[src/rtl/tbc_pkg.sv]
package tbc_pkg;

    localparam int PIXEL_W     = 8;
    localparam int GAIN_W      = 16;
    localparam int THR_W       = 8;
    localparam int COORD_W     = 12;
    localparam int COUNT_W     = 25;
    localparam int CFG_INDEX_W = 1;
    localparam int CFG_DATA_W  = 16;

    localparam int DEF_MAX_WIDTH  = 4096;
    localparam int DEF_MAX_HEIGHT = 4096;

    // depth of the frame queue and of the result queue
    localparam int QUEUE_DEPTH = 2;

    // packed result word: centroid_x, centroid_y, foreground_pixels, centroid_valid
    localparam int RES_W = 2 * COORD_W + COUNT_W + 1;

    localparam logic [GAIN_W-1:0]  GAIN_RESET = 16'd22938;
    localparam logic [THR_W-1:0]   THR_RESET  = 8'd80;
    localparam logic [COUNT_W-1:0] TOTAL_CAP  = 25'h1FF_FFFF;

    // luma weights in Q14 and the rounding term
    localparam int GRAY_SUM_W = 22;
    localparam logic [GRAY_SUM_W-1:0] GRAY_B_COEF = 22'd1868;
    localparam logic [GRAY_SUM_W-1:0] GRAY_G_COEF = 22'd9617;
    localparam logic [GRAY_SUM_W-1:0] GRAY_R_COEF = 22'd4899;
    localparam logic [GRAY_SUM_W-1:0] GRAY_ROUND  = 22'd8192;
    localparam int GRAY_SHIFT = 14;

    typedef enum logic [CFG_INDEX_W-1:0] {
        REG_CONTRAST_GAIN  = 1'b0,
        REG_DARK_THRESHOLD = 1'b1
    } cfg_reg_t;

endpackage

[src/rtl/tbc_fifo.sv]
module tbc_fifo
    import tbc_pkg::*;
#(
    parameter int WIDTH = RES_W,
    parameter int DEPTH = QUEUE_DEPTH
)
(
    input  logic                         clk,
    input  logic                         rst_n,
    input  logic                         wr_en,
    input  logic [WIDTH-1:0]             wr_data,
    input  logic                         rd_en,
    output logic [WIDTH-1:0]             rd_data,
    output logic [$clog2(DEPTH+1)-1:0]   count
);

    localparam int PTR_W = (DEPTH > 1) ? $clog2(DEPTH) : 1;
    localparam int CNT_W = $clog2(DEPTH + 1);

    logic [WIDTH-1:0] mem_reg [DEPTH];
    logic [PTR_W-1:0] wr_ptr_reg;
    logic [PTR_W-1:0] rd_ptr_reg;
    logic [CNT_W-1:0] count_reg;
    logic [PTR_W-1:0] wr_ptr_next;
    logic [PTR_W-1:0] rd_ptr_next;
    logic [CNT_W-1:0] count_next;

    assign rd_data = mem_reg[rd_ptr_reg];
    assign count   = count_reg;

    always_comb
    begin
        wr_ptr_next = wr_ptr_reg;
        rd_ptr_next = rd_ptr_reg;
        count_next  = count_reg;
        if (wr_en)
        begin
            wr_ptr_next = (wr_ptr_reg == PTR_W'(DEPTH - 1)) ? '0 : wr_ptr_reg + 1'b1;
        end
        if (rd_en)
        begin
            rd_ptr_next = (rd_ptr_reg == PTR_W'(DEPTH - 1)) ? '0 : rd_ptr_reg + 1'b1;
        end
        if (wr_en && !rd_en)
        begin
            count_next = count_reg + 1'b1;
        end
        else if (rd_en && !wr_en)
        begin
            count_next = count_reg - 1'b1;
        end
    end

    always_ff @(posedge clk or negedge rst_n)
    begin
        if (!rst_n)
        begin
            wr_ptr_reg <= '0;
            rd_ptr_reg <= '0;
            count_reg  <= '0;
        end
        else
        begin
            wr_ptr_reg <= wr_ptr_next;
            rd_ptr_reg <= rd_ptr_next;
            count_reg  <= count_next;
        end
    end

    always_ff @(posedge clk)
    begin
        if (wr_en)
        begin
            mem_reg[wr_ptr_reg] <= wr_data;
        end
    end

endmodule

[src/rtl/tbc_front.sv]
module tbc_front
    import tbc_pkg::*;
#(
    parameter int MAX_WIDTH  = DEF_MAX_WIDTH,
    parameter int MAX_HEIGHT = DEF_MAX_HEIGHT,
    localparam int CW      = $clog2(MAX_WIDTH),
    localparam int RW      = $clog2(MAX_HEIGHT),
    localparam int QW      = (CW > RW) ? CW : RW,
    localparam int SWM     = COUNT_W + QW,
    localparam int FRAME_W = COUNT_W + 2 * SWM
)
(
    input  logic                  clk,
    input  logic                  rst_n,
    input  logic                  pixel_valid,
    input  logic [PIXEL_W-1:0]    blue,
    input  logic [PIXEL_W-1:0]    green,
    input  logic [PIXEL_W-1:0]    red,
    input  logic                  end_of_line,
    input  logic                  end_of_frame,
    input  logic [GAIN_W-1:0]     contrast_gain,
    input  logic [THR_W-1:0]      dark_threshold,
    output logic                  pending_eof,
    output logic                  frame_push,
    output logic [FRAME_W-1:0]    frame_data
);

    localparam int SXW = COUNT_W + CW;
    localparam int SYW = COUNT_W + RW;

    logic [GRAY_SUM_W-1:0] gray_sum;

    logic                  s1_valid_reg;
    logic [PIXEL_W-1:0]    s1_gray_reg;
    logic                  s1_eol_reg;
    logic                  s1_eof_reg;

    logic [CW-1:0]         col_reg;
    logic [RW-1:0]         row_reg;
    logic [COUNT_W-1:0]    total_reg;
    logic [SXW-1:0]        sum_x_reg;
    logic [SYW-1:0]        sum_y_reg;
    logic [CW-1:0]         col_next;
    logic [RW-1:0]         row_next;
    logic [COUNT_W-1:0]    total_next;
    logic [SXW-1:0]        sum_x_next;
    logic [SYW-1:0]        sum_y_next;

    logic [PIXEL_W+GAIN_W-1:0] scaled_prod;
    logic                  foreground;
    logic [COUNT_W-1:0]    total_acc;
    logic [SXW-1:0]        sum_x_acc;
    logic [SYW-1:0]        sum_y_acc;

    // stage 1: luma
    assign gray_sum = GRAY_SUM_W'(blue) * GRAY_B_COEF
                    + GRAY_SUM_W'(green) * GRAY_G_COEF
                    + GRAY_SUM_W'(red) * GRAY_R_COEF
                    + GRAY_ROUND;

    always_ff @(posedge clk or negedge rst_n)
    begin
        if (!rst_n)
        begin
            s1_valid_reg <= 1'b0;
        end
        else
        begin
            s1_valid_reg <= pixel_valid;
        end
    end

    always_ff @(posedge clk)
    begin
        if (pixel_valid)
        begin
            s1_gray_reg <= gray_sum[GRAY_SHIFT +: PIXEL_W];
            s1_eol_reg  <= end_of_line;
            s1_eof_reg  <= end_of_frame;
        end
    end

    // stage 2: gain, threshold and accumulate
    assign scaled_prod = (PIXEL_W + GAIN_W)'(s1_gray_reg) * (PIXEL_W + GAIN_W)'(contrast_gain);
    assign foreground  = (scaled_prod[GAIN_W +: PIXEL_W] <= dark_threshold)
                       && (total_reg != TOTAL_CAP);

    assign total_acc = foreground ? total_reg + 1'b1 : total_reg;
    assign sum_x_acc = foreground ? sum_x_reg + SXW'(col_reg) : sum_x_reg;
    assign sum_y_acc = foreground ? sum_y_reg + SYW'(row_reg) : sum_y_reg;

    assign pending_eof = s1_valid_reg && s1_eof_reg;
    assign frame_push  = pending_eof;
    assign frame_data  = {total_acc, SWM'(sum_x_acc), SWM'(sum_y_acc)};

    always_comb
    begin
        col_next   = col_reg;
        row_next   = row_reg;
        total_next = total_reg;
        sum_x_next = sum_x_reg;
        sum_y_next = sum_y_reg;
        if (s1_valid_reg)
        begin
            if (s1_eof_reg)
            begin
                col_next   = '0;
                row_next   = '0;
                total_next = '0;
                sum_x_next = '0;
                sum_y_next = '0;
            end
            else
            begin
                total_next = total_acc;
                sum_x_next = sum_x_acc;
                sum_y_next = sum_y_acc;
                if (s1_eol_reg)
                begin
                    col_next = '0;
                    if (row_reg < RW'(MAX_HEIGHT - 1))
                    begin
                        row_next = row_reg + 1'b1;
                    end
                end
                else if (col_reg < CW'(MAX_WIDTH - 1))
                begin
                    col_next = col_reg + 1'b1;
                end
            end
        end
    end

    always_ff @(posedge clk or negedge rst_n)
    begin
        if (!rst_n)
        begin
            col_reg   <= '0;
            row_reg   <= '0;
            total_reg <= '0;
            sum_x_reg <= '0;
            sum_y_reg <= '0;
        end
        else
        begin
            col_reg   <= col_next;
            row_reg   <= row_next;
            total_reg <= total_next;
            sum_x_reg <= sum_x_next;
            sum_y_reg <= sum_y_next;
        end
    end

endmodule

[src/rtl/tbc_back.sv]
module tbc_back
    import tbc_pkg::*;
#(
    parameter int MAX_WIDTH  = DEF_MAX_WIDTH,
    parameter int MAX_HEIGHT = DEF_MAX_HEIGHT,
    localparam int CW      = $clog2(MAX_WIDTH),
    localparam int RW      = $clog2(MAX_HEIGHT),
    localparam int QW      = (CW > RW) ? CW : RW,
    localparam int SWM     = COUNT_W + QW,
    localparam int FRAME_W = COUNT_W + 2 * SWM
)
(
    input  logic                  clk,
    input  logic                  rst_n,
    input  logic                  frame_empty,
    input  logic [FRAME_W-1:0]    frame_data,
    output logic                  frame_pop,
    input  logic                  res_full,
    output logic                  res_push,
    output logic [RES_W-1:0]      res_data
);

    localparam int STEP_W = (QW > 1) ? $clog2(QW) : 1;

    typedef enum logic [3:0] {
        ST_IDLE  = 4'b0001,
        ST_DIV_X = 4'b0010,
        ST_DIV_Y = 4'b0100,
        ST_PUSH  = 4'b1000
    } state_t;

    state_t              state_reg;
    state_t              state_next;
    logic [COUNT_W-1:0]  count_reg;
    logic [COUNT_W-1:0]  count_next;
    logic [SWM-1:0]      sum_y_reg;
    logic [SWM-1:0]      sum_y_next;
    logic [SWM-1:0]      rem_reg;
    logic [SWM-1:0]      rem_next;
    logic [SWM-1:0]      dsr_reg;
    logic [SWM-1:0]      dsr_next;
    logic [QW-1:0]       quo_reg;
    logic [QW-1:0]       quo_next;
    logic [QW-1:0]       qx_reg;
    logic [QW-1:0]       qx_next;
    logic [STEP_W-1:0]   step_reg;
    logic [STEP_W-1:0]   step_next;

    logic [COUNT_W-1:0]  head_count;
    logic [SWM-1:0]      head_sum_x;
    logic [SWM-1:0]      head_sum_y;
    logic                fits;
    logic [QW-1:0]       quo_shift;
    logic                valid;

    assign head_count = frame_data[FRAME_W-1 -: COUNT_W];
    assign head_sum_x = frame_data[2*SWM-1 -: SWM];
    assign head_sum_y = frame_data[SWM-1:0];

    // one restoring step: quotient bit from the msb down
    assign fits      = (rem_reg >= dsr_reg);
    assign quo_shift = QW'({quo_reg, fits});

    assign valid    = (count_reg != '0);
    assign res_data = {valid ? COORD_W'(qx_reg) : COORD_W'(0),
                       valid ? COORD_W'(quo_reg) : COORD_W'(0),
                       count_reg, valid};

    always_comb
    begin
        state_next = state_reg;
        count_next = count_reg;
        sum_y_next = sum_y_reg;
        rem_next   = rem_reg;
        dsr_next   = dsr_reg;
        quo_next   = quo_reg;
        qx_next    = qx_reg;
        step_next  = step_reg;
        frame_pop  = 1'b0;
        res_push   = 1'b0;
        unique case (state_reg)
            ST_IDLE:
            begin
                if (!frame_empty)
                begin
                    frame_pop  = 1'b1;
                    count_next = head_count;
                    sum_y_next = head_sum_y;
                    rem_next   = head_sum_x + SWM'(head_count >> 1);
                    dsr_next   = SWM'(head_count) << (QW - 1);
                    quo_next   = '0;
                    step_next  = STEP_W'(QW - 1);
                    state_next = (head_count == '0) ? ST_PUSH : ST_DIV_X;
                end
            end
            ST_DIV_X:
            begin
                if (fits)
                begin
                    rem_next = rem_reg - dsr_reg;
                end
                quo_next  = quo_shift;
                dsr_next  = dsr_reg >> 1;
                step_next = step_reg - 1'b1;
                if (step_reg == '0)
                begin
                    qx_next    = quo_shift;
                    quo_next   = '0;
                    rem_next   = sum_y_reg + SWM'(count_reg >> 1);
                    dsr_next   = SWM'(count_reg) << (QW - 1);
                    step_next  = STEP_W'(QW - 1);
                    state_next = ST_DIV_Y;
                end
            end
            ST_DIV_Y:
            begin
                if (fits)
                begin
                    rem_next = rem_reg - dsr_reg;
                end
                quo_next  = quo_shift;
                dsr_next  = dsr_reg >> 1;
                step_next = step_reg - 1'b1;
                if (step_reg == '0)
                begin
                    state_next = ST_PUSH;
                end
            end
            ST_PUSH:
            begin
                if (!res_full)
                begin
                    res_push   = 1'b1;
                    state_next = ST_IDLE;
                end
            end
            default:
            begin
                state_next = ST_IDLE;
            end
        endcase
    end

    always_ff @(posedge clk or negedge rst_n)
    begin
        if (!rst_n)
        begin
            state_reg <= ST_IDLE;
        end
        else
        begin
            state_reg <= state_next;
        end
    end

    always_ff @(posedge clk)
    begin
        count_reg <= count_next;
        sum_y_reg <= sum_y_next;
        rem_reg   <= rem_next;
        dsr_reg   <= dsr_next;
        quo_reg   <= quo_next;
        qx_reg    <= qx_next;
        step_reg  <= step_next;
    end

endmodule

[src/rtl/threshold_blob_centroid.sv]
// pixels: one per cycle while not full, two-stage front (luma, then gain/threshold/accumulate)
// frame result: readable after the front, frame queue, QW-bit divisions and result queue,
//   QW = clog2 of the larger of MAX_WIDTH and MAX_HEIGHT (12 at defaults)
// the shared restoring divider takes one frame at a time behind a two-word queue;
//   full rises only when frames come faster than it drains them or results are not popped
// reset clears counters, queues and the divider sequencer and loads default gain and threshold
module threshold_blob_centroid
    import tbc_pkg::*;
#(
    parameter int MAX_WIDTH  = DEF_MAX_WIDTH,
    parameter int MAX_HEIGHT = DEF_MAX_HEIGHT
)
(
    input  logic                     clk,
    input  logic                     rst_n,
    input  logic                     cfg_write,
    input  logic [CFG_INDEX_W-1:0]   cfg_index,
    input  logic [CFG_DATA_W-1:0]    cfg_data,
    input  logic [PIXEL_W-1:0]       blue,
    input  logic [PIXEL_W-1:0]       green,
    input  logic [PIXEL_W-1:0]       red,
    input  logic                     end_of_line,
    input  logic                     end_of_frame,
    input  logic                     push,
    output logic                     full,
    output logic [COORD_W-1:0]       centroid_x,
    output logic [COORD_W-1:0]       centroid_y,
    output logic [COUNT_W-1:0]       foreground_pixels,
    output logic                     centroid_valid,
    output logic                     empty,
    input  logic                     pop
);

    localparam int CW      = $clog2(MAX_WIDTH);
    localparam int RW      = $clog2(MAX_HEIGHT);
    localparam int QW      = (CW > RW) ? CW : RW;
    localparam int SWM     = COUNT_W + QW;
    localparam int FRAME_W = COUNT_W + 2 * SWM;
    localparam int FQ_CNT_W = $clog2(QUEUE_DEPTH + 1);

    logic [GAIN_W-1:0]   gain_reg;
    logic [THR_W-1:0]    thr_reg;

    logic                pixel_valid;
    logic                pending_eof;
    logic                frame_push;
    logic [FRAME_W-1:0]  frame_wdata;
    logic [FRAME_W-1:0]  frame_rdata;
    logic                frame_pop;
    logic                frame_empty;
    logic [FQ_CNT_W-1:0] frame_count;
    logic [FQ_CNT_W:0]   frame_load;

    logic                res_push;
    logic [RES_W-1:0]    res_wdata;
    logic [RES_W-1:0]    res_rdata;
    logic                res_full;
    logic [FQ_CNT_W-1:0] res_count;

    always_ff @(posedge clk or negedge rst_n)
    begin
        if (!rst_n)
        begin
            gain_reg <= GAIN_RESET;
            thr_reg  <= THR_RESET;
        end
        else if (cfg_write)
        begin
            unique case (cfg_reg_t'(cfg_index))
                REG_CONTRAST_GAIN:  gain_reg <= cfg_data[GAIN_W-1:0];
                REG_DARK_THRESHOLD: thr_reg  <= cfg_data[THR_W-1:0];
            endcase
        end
    end

    // an end-of-frame word still in the front pipe needs a queue slot too
    assign frame_load  = (FQ_CNT_W + 1)'(frame_count) + (FQ_CNT_W + 1)'(pending_eof);
    assign full        = (frame_load >= (FQ_CNT_W + 1)'(QUEUE_DEPTH));
    assign pixel_valid = push && !full;
    assign frame_empty = (frame_count == '0);

    tbc_front #(
        .MAX_WIDTH  (MAX_WIDTH),
        .MAX_HEIGHT (MAX_HEIGHT)
    ) u_front (
        .clk            (clk),
        .rst_n          (rst_n),
        .pixel_valid    (pixel_valid),
        .blue           (blue),
        .green          (green),
        .red            (red),
        .end_of_line    (end_of_line),
        .end_of_frame   (end_of_frame),
        .contrast_gain  (gain_reg),
        .dark_threshold (thr_reg),
        .pending_eof    (pending_eof),
        .frame_push     (frame_push),
        .frame_data     (frame_wdata)
    );

    tbc_fifo #(
        .WIDTH (FRAME_W),
        .DEPTH (QUEUE_DEPTH)
    ) u_frame_queue (
        .clk     (clk),
        .rst_n   (rst_n),
        .wr_en   (frame_push),
        .wr_data (frame_wdata),
        .rd_en   (frame_pop),
        .rd_data (frame_rdata),
        .count   (frame_count)
    );

    tbc_back #(
        .MAX_WIDTH  (MAX_WIDTH),
        .MAX_HEIGHT (MAX_HEIGHT)
    ) u_back (
        .clk         (clk),
        .rst_n       (rst_n),
        .frame_empty (frame_empty),
        .frame_data  (frame_rdata),
        .frame_pop   (frame_pop),
        .res_full    (res_full),
        .res_push    (res_push),
        .res_data    (res_wdata)
    );

    tbc_fifo #(
        .WIDTH (RES_W),
        .DEPTH (QUEUE_DEPTH)
    ) u_result_queue (
        .clk     (clk),
        .rst_n   (rst_n),
        .wr_en   (res_push),
        .wr_data (res_wdata),
        .rd_en   (pop && !empty),
        .rd_data (res_rdata),
        .count   (res_count)
    );

    assign res_full = (res_count == FQ_CNT_W'(QUEUE_DEPTH));
    assign empty    = (res_count == '0);

    assign centroid_x        = res_rdata[RES_W-1 -: COORD_W];
    assign centroid_y        = res_rdata[RES_W-COORD_W-1 -: COORD_W];
    assign foreground_pixels = res_rdata[COUNT_W:1];
    assign centroid_valid    = res_rdata[0];

endmodule
[config.mk]
export PLATFORM = sky130hd
export DESIGN_NAME = threshold_blob_centroid
export DESIGN_NICKNAME = d
export VERILOG_FILES = /design/src/rtl/tbc_pkg.sv /design/src/rtl/tbc_fifo.sv /design/src/rtl/tbc_front.sv /design/src/rtl/tbc_back.sv /design/src/rtl/threshold_blob_centroid.sv
export SDC_FILE = /design/constraint.sdc
export NUM_CORES = 2
export LEC_CHECK = 0
export ABC_CLOCK_PERIOD_IN_PS = 8050
export BUFFER_PORTS_ARGS = -buffer_cell sky130_fd_sc_hd__clkbuf_2
export CORE_MARGIN = 5
export CORE_UTILIZATION = 50
export DETAILED_ROUTE_END_ITERATION = 8
export PLACE_DENSITY = 0.71
export SLEW_MARGIN = 30
export SYNTH_ARGS = -nofsm -noshare
export SYNTH_HDL_FRONTEND = slang
export SYNTH_SLANG_ARGS = --single-unit
[constraint.sdc]
create_clock -name clk -period 8.05 [get_ports clk]
set_input_delay 1.2075 -clock clk [delete_from_list [all_inputs] [get_ports clk]]
set_output_delay 1.2075 -clock clk [all_outputs]
set_load 0.03 [all_outputs]
==> out/results.tsv <==
stage	metric	value	unit
clock_tree	H-tree Lvls	3	
worst_hold_path	Worst Hold Class	in2async	
critical_path	Worst Setup End Kind	flop	
clock_tree	root buffer cell	clkbuf_16	
yosys	Area contributors post-synth	edfxtp_1 (35%), ha_1 (9.4%), dfrtp_1 (9.1%), fa_1 (8.6%), mux2_2 (4.1%)	
critical_path	critical-path maximum fanout	3	
cells_and_area	Largest register FFs	198	
sta	Slew @ Worst Pin	0.988	ns
run	# Max-Cap Violations	0	
grt	first-pass GRT wire length	149000	µm
detailed_routing	drt pass-1 iters	6	
critical_path	critical path class	in2reg	
clock_tree	Max Buffers Root-to-Sink	3	
grt	initial antenna violation count	0	
clock_tree	Worst-path clk slew	0.06	ns
yosys	Distinct cells, synth	88	
yosys	Async SR Flop Fraction	0.254	
yosys	post-synthesis instance total	3687	
sta	Rel. slew slack	0.333	
yosys	Cell Area, Synth	0.0408	mm²
critical_path	highest cell delay on the worst timing path	0.54	ns
floorplanning	Starting Density	0.505	
yosys	number of synthesized register bits	631	
critical_path	Reg2Reg Setup Slack	0.43	ns
detailed_routing	remaining routing DRC violations	0	
yosys	Syn Nets	4216	
cells_and_area	final net count	4367	
sta	Slew Limit Fails	0	
cells_and_area	area grow syn2layout	11.3	%
detailed_routing	Wirelength per Cell	18.7	µm
placed_design	dpl cells	4815	
detailed_routing	Via Count	27767	
sta	Fmax	129	MHz
floorplanning	DIE AREA	0.0875	mm²
placed_design	placer's final routability congestion estimate	0.911	
critical_path	Worst path slowest cell	fa_1	
grt	GRT Overall Usage	0.212	
cells_and_area	layout cell share with drive strength beyond 1	0.138	
yosys	Yosys warning count	0	
yosys	top cell type's share of synthesized area	0.346	
detailed_routing	remaining antenna violation count	0	
yosys	Main synth FF type	edfxtp_1	
sta	Final setup viols	0	
critical_path	Worst Path Arrival	8.13	ns
floorplanning	Die Wd	296	µm
sta	worst hold slack	0.423	ns
yosys	EDFF count, synth	471	
status	status	finished, final reports clean	
floorplanning	Row Count	104	
sta	fin crit share	0.964	
yosys	area leader, netlist	edfxtp_1	
clock_tree	CTS Buf Count	69	
clock_tree	CTS tree	built	
detailed_routing	routed vias/inst	5.60	
cells_and_area	Ant. Diodes	0	
sta	final hold violation count	0	
placed_design	HPWL after DPL	68200	µm
detailed_routing	1st-iter DRT viols	2317	
placed_design	IO buf count	99	
sta	Final min period	7.76	ns
floorplanning	die height	296	µm
grt	vias in the first global route	27840	
detailed_routing	Total Wirelength	92600	µm
grt	grt total ovfl	0	
clock_tree	clk sinks	631	
yosys	Avg Inst Size Synth	11.1	µm²
yosys	Seq/Total Area, Yosys	0.445	
critical_path	crit start category	input pin	
cells_and_area	Util after Layout	0.563	
sta	Setup Skew	0.0230	ns
floorplanning	I/O pins	100	
cells_and_area	Post-Layout Cell Count	4955	
grt	pin count of the biggest net entering global routing	145	
floorplanning	core footprint	0.0808	mm²
clock_tree	later-pin clock latency in the skew report	0.62	ns
critical_path	Req. time, crit path	8.43	ns
cells by family after synthesis:
kind of cell | after synthesis | share of synthesized area
fa+ha+maj | 481 | 0.180
mux | 189 | 0.0509
compound gates | 714 | 0.114
buf+inv | 540 | 0.0503
xor+xnor | 238 | 0.0511
flops | 631 | 0.445
simple gates | 894 | 0.109
stage by stage:
step | instance area [µm²] | setup WS [ns] | setup TNS, ns
after global routing | 45500 | -0.0291 | -0.0351
after CTS | 45300 | 0.0630 | 0
final | 45500 | 0.294 | 0
after floorplan | 40900 | -0.0860 | -0.139
after global placement | 43000 | -0.483 | -1.54
after detailed placement | 43000 | -0.558 | -1.92
layout by cell type (no fill, tap or decap), types with 72 or more instances in the layout:
cell and n:
nor2_1 159, edfxtp_1 471, dfrtp_1 147, nand2_1 289, xor2_1 106, xnor2_1 131, ha_1 299, clkbuf_2 97
a21o_1 72, fa_1 174, buf_4 101, o21ai_0 190, a21oi_1 151, inv_1 412, and2_1 107, mux2_2 149
Yosys cell counts (all sizes together), types with 24 or more instances:
cell	n
o31ai	48
nand4	36
o221ai	31
nor3	35
nor2	164
mux2	150
dfrtp	149
o21ai	198
nand3	71
edfxtp	471
and2	111
buf	34
clkbuf	89
xnor2	132
nor2b	47
ha	306
a22o	27
and3	49
mux2i	39
inv	417
a21oi	154
xor2	106
o21bai	24
a21o	72
a31oi	29
fa	175
nand2	293
critical path, delay by kind of cell:
kind / cells / cell delay (ns)
AOI/OAI and AO/OA: 8 / 1.13
xor gates and xnor gates: 2 / 0.21
adders and majority gates: 11 / 3.95
buffers and inverters: 5 / 0.29
and+or+nand+nor: 7 / 1.33
worst paths after layout:
check / startpoint / end / cells after the start
max: blue[5] / u_front.s1_gray_reg[6] / 33
min: rst_n / u_front.sum_y_reg[36] / 1
max reg2reg: u_front.s1_gray_reg[6] / u_frame_queue.mem_reg[0][94] / 29
min reg2reg: u_back.quo_reg[0] / u_back.qx_reg[1] / 0
max in group asynchronous: rst_n / u_frame_queue.rd_ptr_reg / 3
min in group clk: u_back.quo_reg[0] / u_back.qx_reg[1] / 0
layer usage:
layer	vias up	GRT usage	part of all wire
li1	13326	-	-
met1	13569	0.286	0.43
met2	710	0.361	0.48
met3	162	0.0231	0.048
met4	0	0.0707	0.032
met5	-	0	0
repair_timing:
action / CTS / global route
gates resized for setup: 0 / 15
endpoints found under the setup margin: 0 / 146
setup buffers: 0 / 11
hold buffers: 0 / 0
final cells by class:
cell class	count	area (µm²)
clock buffer	95	1890
clock inverter	33	355
fill	6759	35300
inverter	417	1570
multi-input combinational	2516	20800
sequential	631	18200
tap	1060	1330
timing repair buffer	203	1330
Power is not shown: default switching activity piles up to over one toggle a cycle in this logic, so the estimate is an artifact.
